`src/rtl/idll_pkg.sv`:
```
// Package for the indexed doubly linked list unit: sizes, link encoding,
// opcodes and the control struct that drives one link memory.
// No dependencies.
package idll_pkg;

    localparam int NODES   = 64;
    localparam int IDX_W   = $clog2(NODES);
    localparam int FIELD_W = 7;

    localparam logic [FIELD_W-1:0] LINK_NONE = {FIELD_W{1'b1}};

    typedef enum logic [2:0] {
        OP_CLEAR  = 3'd0,
        OP_APPEND = 3'd1,
        OP_UNLINK = 3'd2,
        OP_LINK   = 3'd3,
        OP_QUERY  = 3'd4
    } opcode_t;

    typedef struct packed {
        logic               rd_en;
        logic [IDX_W-1:0]   rd_addr;
        logic               wr_en;
        logic [IDX_W-1:0]   wr_addr;
        logic [FIELD_W-1:0] wr_data;
        logic               clr_one;
        logic [IDX_W-1:0]   clr_addr;
        logic               clr_all;
    } mem_ctl_t;

    // Out-of-range indices collapse to none
    function automatic logic [FIELD_W-1:0] to_link(input logic [FIELD_W-1:0] field);
        int v;
        v = int'($signed(field));
        return (v >= 0 && v < NODES) ? field : LINK_NONE;
    endfunction

    function automatic logic is_none(input logic [FIELD_W-1:0] link);
        return link[FIELD_W-1];
    endfunction

endpackage

```
`src/rtl/idll_link_mem.sv`:
```
// One link memory (prev or next) with per-entry valid bits; invalid reads as none.
// Registered read, one write, one single-entry clear and a whole-array clear.
// Depends on idll_pkg.
module idll_link_mem
    import idll_pkg::*;
(
    input  logic               clk,
    input  logic               rst_n,
    input  mem_ctl_t           ctl,
    output logic [FIELD_W-1:0] rd_data
);

    logic [FIELD_W-1:0] mem [NODES];
    logic [NODES-1:0]   valid_reg, valid_next;
    logic [FIELD_W-1:0] rd_data_reg;

    // clear of a single entry wins over a write to the same entry
    always_comb
    begin
        valid_next = valid_reg;
        if (ctl.wr_en)
        begin
            valid_next[ctl.wr_addr] = 1'b1;
        end
        if (ctl.clr_one)
        begin
            valid_next[ctl.clr_addr] = 1'b0;
        end
        if (ctl.clr_all)
        begin
            valid_next = '0;
        end
    end

    always_ff @(posedge clk or negedge rst_n)
    begin
        if (!rst_n)
        begin
            valid_reg <= '0;
        end
        else
        begin
            valid_reg <= valid_next;
        end
    end

    always_ff @(posedge clk)
    begin
        if (ctl.wr_en)
        begin
            mem[ctl.wr_addr] <= ctl.wr_data;
        end
        if (ctl.rd_en)
        begin
            rd_data_reg <= valid_reg[ctl.rd_addr] ? mem[ctl.rd_addr] : LINK_NONE;
        end
    end

    assign rd_data = rd_data_reg;

endmodule

```
`config.mk`:
```
export PLATFORM = sky130hd
export DESIGN_NAME = idll_link_mem
export DESIGN_NICKNAME = d
export VERILOG_FILES = /design/src/rtl/idll_pkg.sv /design/src/rtl/idll_link_mem.sv
export SDC_FILE = /design/constraint.sdc
export NUM_CORES = 1
export LEC_CHECK = 0
export BUFFER_PORTS_ARGS = -buffer_cell sky130_fd_sc_hd__buf_2
export CAP_MARGIN = 40
export CELL_PAD_IN_SITES_DETAIL_PLACEMENT = 1
export CELL_PAD_IN_SITES_GLOBAL_PLACEMENT = 1
export CORE_UTILIZATION = 45
export DETAILED_ROUTE_END_ITERATION = 7
export GPL_ROUTABILITY_DRIVEN = 1
export PLACE_DENSITY_LB_ADDON = 0.1
export SYNTH_ARGS = -nofsm -noshare
export SYNTH_HDL_FRONTEND = slang
export SYNTH_SLANG_ARGS = --single-unit
```
`constraint.sdc`:
```
create_clock -name clk -period 2.35 [get_ports clk]
set_input_delay 0.235 -clock clk [delete_from_list [all_inputs] [get_ports clk]]
set_output_delay 0.235 -clock clk [all_outputs]
set_load 0.01 [all_outputs]
```
==> out/metrics.yaml, run 1 <==
sta:
  maxSlewHeadroom: 0.437
  setup_violations: 0
  period_minus_slack_ns: 2.17
  min_period_over_period: 0.923
  report.final.slew_viol_count: 0
  rsz0062_at_grt: "no"
  holdWs_ns: 0.0555
  fmax_ghz: 0.461
  tightest_slew_ns: 0.844
  hold_viol: 0
  fin_skew_ns: 0.0274
  fin_tns_setup_ns: 0
critical_path:
  worstRegToRegCells: 5
  critical_path.slowest_cell: "mux4_2"
  cp.depth: 5
  path_max_fanout: 1
  worstPathArrival_ns: 2.50
  crit_chain: "mux4_2, a22oi_1, nand2_1, a22oi_1, nand3_1"
  path_common_cell: "a22oi_1"
  path_buf_inv: 0
  worstSetupEndpointType: "flop"
  crit_required_ns: 2.68
  startpoint_type: "flop"
  cp_slowest_stage_delay_ns: 0.47
  worst-setup-path-type: "reg2reg"
  crit_family: "compound AO/OA/AOI/OAI gates"
routing:
  wl_um: 56700
  dr_total_vias: 11300
  antenna_left: 0
  drcViolationCount: 0
  wire_per_inst_um: 29.6
  drtIter0Drc: 1003
  drt_pass1_iterations: 5
  via_per_inst: 5.87
yosys:
  ys.flop_type: "edfxtp_1"
  ys_top_cells_by_area: "edfxtp_1, mux4_2, dfrtp_1, a22oi_1, nor2_1"
  syn_area_um2: 20600
  synth_edf_count: 455
  synth_top_area_frac: 0.662
  synthMostInstantiatedCell: "edfxtp_1"
  syn-num-nets: 1119
  ys.warnings.count: 0
  synthTopCellsByCount: "edfxtp_1, nor2_1, mux4_2"
  ys_ff_latch: 519
  syn_area_per_cell_um2: 19.0
  seq_area_frac_synth: 0.740
  syn_inst: 1088
  ys_types: 41
  synthArstFlopShare: 0.123
  synth_largest_area_cell: "edfxtp_1"
global_routing:
  grt_start_max_net_pins: 65
  grt_first_pass_wirelength_um: 83800
  gr-usage-all-layers: 0.251
  grt_use_met2: 0.394
  antenna_found_initial: 1
  grt.busiest_layer: "met2"
  use_met3: 0.0431
  grt_pass1_vias: 12000
  gr-total-overflow: 0
  grtUsageMet1: 0.360
die:
  rows: 78
  io_pins: 38
  core_area_um2: 45300
  die_h_um: 216
  dieWidth_um: 216
  start_util: 0.456
  dieArea_um2: 46700
job:
  cap_viol_max_count: 0
power:
  pwr_density_cell_nw_per_um2: 816
  vdd_drop_max_v: 0.000609
  power_mw: 20.0
  cellLeakagePower_nw: 8.35
outcome:
  status: "complete, no violations"
cts:
  cts_buffers: 54
  worstSkewPairLatency_ns: 0.61
  post_cts_resized: 0
  ctsHoldBuffers: 6
  cts-root-buf: "clkbuf_16"
  clk_path_buf_depth: 3
  cts_setup_buffers: 0
  clock-sinks: 519
  htreeDepth: 2
  clk_pin_slew_ns: 0.06
  cts_tree: "yes"
min_path:
  hold_depth: 1
  hp-class: "in2reg"
final_layout:
  fillCellCount: 4115
  diodes: 0
  fin_area_um2: 24500
  syn_to_final_growth_pct: 18.7
  finalNetCount: 1305
  drive_gt1_frac: 0.316
  largest_reg_flops: 448
placement:
  hpwl_um: 37600
  port_buffers: 37
  placed_area_um2: 22600
  place_congestion: 0.800
routing by layer:
metal  wire length [µm]  vias up
met3               3020       83
met1              25100     6039
li1                   -     4819
met4               1520        2
met5                 11        -
met2              27100      315
area by class of cell:
class,instances,area [µm²],share of cell area
clock buffer,73,1550,0.0631
clock inverter,28,264,0.0108
inverter,2,7.51,0.000307
multi-input combinational,498,5030,0.205
sequential,519,15300,0.623
tap,600,751,0.0307
timing repair buffer,199,1630,0.0666
metrics by stage:
stage	std cells	util	setup WS [ns]
final	1919	0.541	0.182
after global routing	1919	0.541	0.151
after CTS	1919	0.541	0.205
after detailed placement	1812	0.500	-0.299
after global placement	1812	0.500	-0.273
after floorplan	1088	-	0.253
where the power goes:
group          internal [mW]  switching [mW]  total, mW  leakage (nW)
clock                   5.15            3.53       8.67         0.902
sequential              10.1          0.0253       10.1          4.99
combinational          0.449           0.725       1.17          2.46
final timing paths:
check / from / end / slack (ns)
setup reg to reg: mem[13][3]$_DFFE_PP_ / rd_data[3]$_SDFFCE_PN1P_ / 0.18
hold reg to reg: valid_reg[58]$_DFF_PN0_ / valid_reg[58]$_DFF_PN0_ / 0.52
setup / recovery: mem[13][3]$_DFFE_PP_ / rd_data[3]$_SDFFCE_PN1P_ / 0.18
hold / removal: ctl[14] / mem[47][6]$_DFFE_PP_ / 0.06
max in group asynchronous: rst_n / valid_reg[14]$_DFF_PN0_ / 1.83
min in group asynchronous: rst_n / valid_reg[31]$_DFF_PN0_ / 0.19
cells by family (layout without fill, tap and decap cells):
family	after synthesis	count (layout)	synth area share
muxes	134	134	0.144
AOI/OAI and AO/OA	139	139	0.0511
DFF	519	519	0.740
buffers and inverters	71	302	0.0176
and+or+nand+nor	225	225	0.0473
worst reg2reg max path, stage by stage (launching register included):
cell	delay (ns)
edfxtp_1	0.38
mux4_2	0.47
a22oi_1	0.30
nand2_1	0.19
a22oi_1	0.43
nand3_1	0.14
cells in the final DEF, fill, tap and decap left out, types with 10 or more instances in the layout:
| cell | instances |
|---|---|
| a211oi_1 | 56 |
| clkbuf_1 | 10 |
| buf_4 | 140 |
| nand2_1 | 38 |
| nor2_1 | 139 |
| dfrtp_1 | 64 |
| clkbuf_16 | 57 |
| buf_2 | 35 |
| a22oi_1 | 70 |
| mux4_2 | 123 |
| nand3_1 | 11 |
| buf_12 | 16 |
| edfxtp_1 | 455 |
| clkinv_2 | 14 |
Power figures use the tool's default switching activity.
==> run 2: changes to the inputs <==
==> constraint.sdc (replaced) <==
create_clock -name clk -period 2.35 [get_ports clk]
set_input_delay 0.1175 -clock clk [delete_from_list [all_inputs] [get_ports clk]]
set_output_delay 0.1175 -clock clk [all_outputs]
set_load 0.01 [all_outputs]
==> run 2 against run 1 <==
Effect of this change: via count shrank 0.98%; non-clock buffer count shrank 21; first-iteration DRC count shrank 7.6%; clock skew shrank 0.011 ns; global-route usage shrank 0.65 points; utilization shrank 0.44 points; flip-flop and latch count is the same; sequential share of layout area grew 0.51 points; routed wire length shrank 2.1%; register-to-register slack gained 0.10 ns; design area shrank 0.81%; cell count shrank 1.3%; critical path type unchanged.
==> out/metrics.yaml, run 2 (synthesis results as in run 1) <==
outcome:
  status: "complete, no violations"
global_routing:
  grt_pass1_vias: 11800  # -1.7%
  gr-total-overflow: 0  # unchanged
  antenna_found_initial: 1  # unchanged
  gr-usage-all-layers: 0.244  # -0.00651
  grt_first_pass_wirelength_um: 81100  # -3.2%
  grt_start_max_net_pins: 65  # unchanged
die:
  rows: 78  # unchanged
  dieArea_um2: 46700  # unchanged
  dieWidth_um: 216  # unchanged
  die_h_um: 216  # unchanged
  io_pins: 38  # unchanged
  start_util: 0.456  # unchanged
  core_area_um2: 45300  # unchanged
routing:
  wl_um: 55500  # -2.1%
  wire_per_inst_um: 29.3  # -0.88%
  drtIter0Drc: 927  # -7.6%
  via_per_inst: 5.88  # +0.28%
  drt_pass1_iterations: 5  # unchanged
  antenna_left: 0  # unchanged
  dr_total_vias: 11100  # -0.98%
  drcViolationCount: 0  # unchanged
final_layout:
  diodes: 0  # unchanged
  layout_common_cells: "edfxtp_1, nor2_1, mux4_2"
  drive_gt1_frac: 0.298  # -0.0181
  finalNetCount: 1284  # -1.6%
  syn_to_final_growth_pct: 17.7
  layout_commonest_cell: "edfxtp_1"
  fillCellCount: 4132  # +0.41%
  largest_reg_flops: 448  # unchanged
cts:
  htreeDepth: 2  # unchanged
  clk_path_buf_depth: 3  # unchanged
  cts_buffers: 54  # unchanged
  cts_tree: "yes"
  cts_setup_buffers: 0  # unchanged
  worstSkewPairLatency_ns: 0.60  # about the same
  clk_pin_slew_ns: 0.06  # about the same
  cts-root-buf: "clkbuf_16"
  ctsHoldBuffers: 7  # +1
  post_cts_resized: 0  # unchanged
  clock-sinks: 519  # unchanged
critical_path:
  r2r_end: "rd_data[3]$_SDFFCE_PN1P_"
  rr_startpoint: "valid_reg[43]$_DFF_PN0_"
  r2r_slack_ns: 0.28  # +0.10 ns
  path_max_fanout: 7  # +6
  crit_family: "multiplexers"
  worst-setup-path-type: "reg2reg"
  path_common_cell: "o22ai_2"
  critical_path.slowest_cell: "mux4_2"
  crit_chain: "mux4_1, mux4_2, o22ai_2, o22ai_2, nand3_1"
  worstSetupEndpointType: "flop"
  path_buf_inv: 0  # unchanged
  cp_slowest_stage_delay_ns: 0.54  # +0.07 ns
  startpoint_type: "flop"
  worstRegToRegCells: 5  # unchanged
  crit_required_ns: 2.81  # +0.13 ns
  worstPathArrival_ns: 2.53  # +0.03 ns
sta:
  fin_tns_setup_ns: 0  # unchanged
  maxSlewHeadroom: 0.414  # -0.0234
  fin_ws_ns: 0.283  # +0.102 ns
  report.final.slew_viol_count: 0  # unchanged
  period_minus_slack_ns: 2.07  # -0.102 ns
  setup_violations: 0  # unchanged
  min_period_over_period: 0.879  # -0.0432
  tightest_slew_ns: 0.879  # +0.0351 ns
  hold_viol: 0  # unchanged
  fin_skew_ns: 0.0161  # -0.0113 ns
  fmax_ghz: 0.484  # +4.9%
  rsz0062_at_grt: "no"
power:
  cellLeakagePower_nw: 8.21  # -1.7%
  vdd_drop_max_v: 0.000529  # -13%
  pwr_density_cell_nw_per_um2: 809  # -0.84%
placement:
  port_buffers: 37  # unchanged
  place_congestion: 0.814  # +1.8%
  dpl_worst_slack_ns: 0.00645  # +0.305 ns
  hpwl_um: 36400  # -3.2%
job:
  cap_viol_max_count: 0  # unchanged
min_path:
  hold_depth: 4  # +3
  hold_end: "valid_reg[61]$_DFF_PN0_"
  hold_start: "ctl[3]"
  hp-class: "in2reg"
[run 2: where the power goes]
group | switching [mW] | internal, mW
logic | 0.708 | 0.434
registers | 0.0298 | 10.1
clock network | 3.49 | 4.88
[run 2: per-stage QoR]
| stage | util | instance area, µm² | hold WS, ns | std cells | power, mW |
|---|---|---|---|---|---|
| after CTS | 0.536 | 24300 | 0.00352 | 1895 | 19.8 |
| after global routing | 0.536 | 24300 | 0.0346 | 1895 | 20.2 |
| after global placement | 0.496 | 22500 | 0.357 | 1788 | 11.4 |
| after detailed placement | 0.497 | 22500 | 0.0116 | 1790 | 11.5 |
| final | 0.536 | 24300 | 0.0258 | 1895 | 19.7 |
| after floorplan | - | 20600 | -0.178 | 1088 | 10.9 |
[run 2: layout make-up]
class                      count  area, µm²  area share
clock inverter                30        235     0.00968
clock buffer                  68       1490      0.0612
sequential                   519      15300       0.628
multi-input combinational    498       5030       0.207
tap                          600        751      0.0309
inverter                       2       7.51    0.000309
timing repair buffer         178       1520      0.0626
[run 2: worst max path at each step]
stage | startpoint | end | slack [ns] | cells past startpoint
floorplan | ctl[22] | rd_data[3]$_SDFFCE_PN1P_ | 0.37 | 8
detailed placement | ctl[22] | rd_data[6]$_SDFFCE_PN1P_ | 0.006 | 8
finish | valid_reg[43]$_DFF_PN0_ | rd_data[3]$_SDFFCE_PN1P_ | 0.28 | 5
global placement | ctl[22] | rd_data[6]$_SDFFCE_PN1P_ | 0.02 | 8
global route | valid_reg[43]$_DFF_PN0_ | rd_data[6]$_SDFFCE_PN1P_ | 0.21 | 5
CTS | valid_reg[43]$_DFF_PN0_ | rd_data[3]$_SDFFCE_PN1P_ | 0.31 | 5
[run 2: worst min-delay path, stage by stage]
cell	delay, ns
buf_2	0.12
nand3_1	0.16
o22ai_1	0.09
nor2_1	0.09
[run 2: per-layer routing]
layer	GRT usage	routed length [µm]
met1	0.354	24700
met2	0.389	26700
met3	0.0427	3070
met4	0.0549	1070
met5	0	0
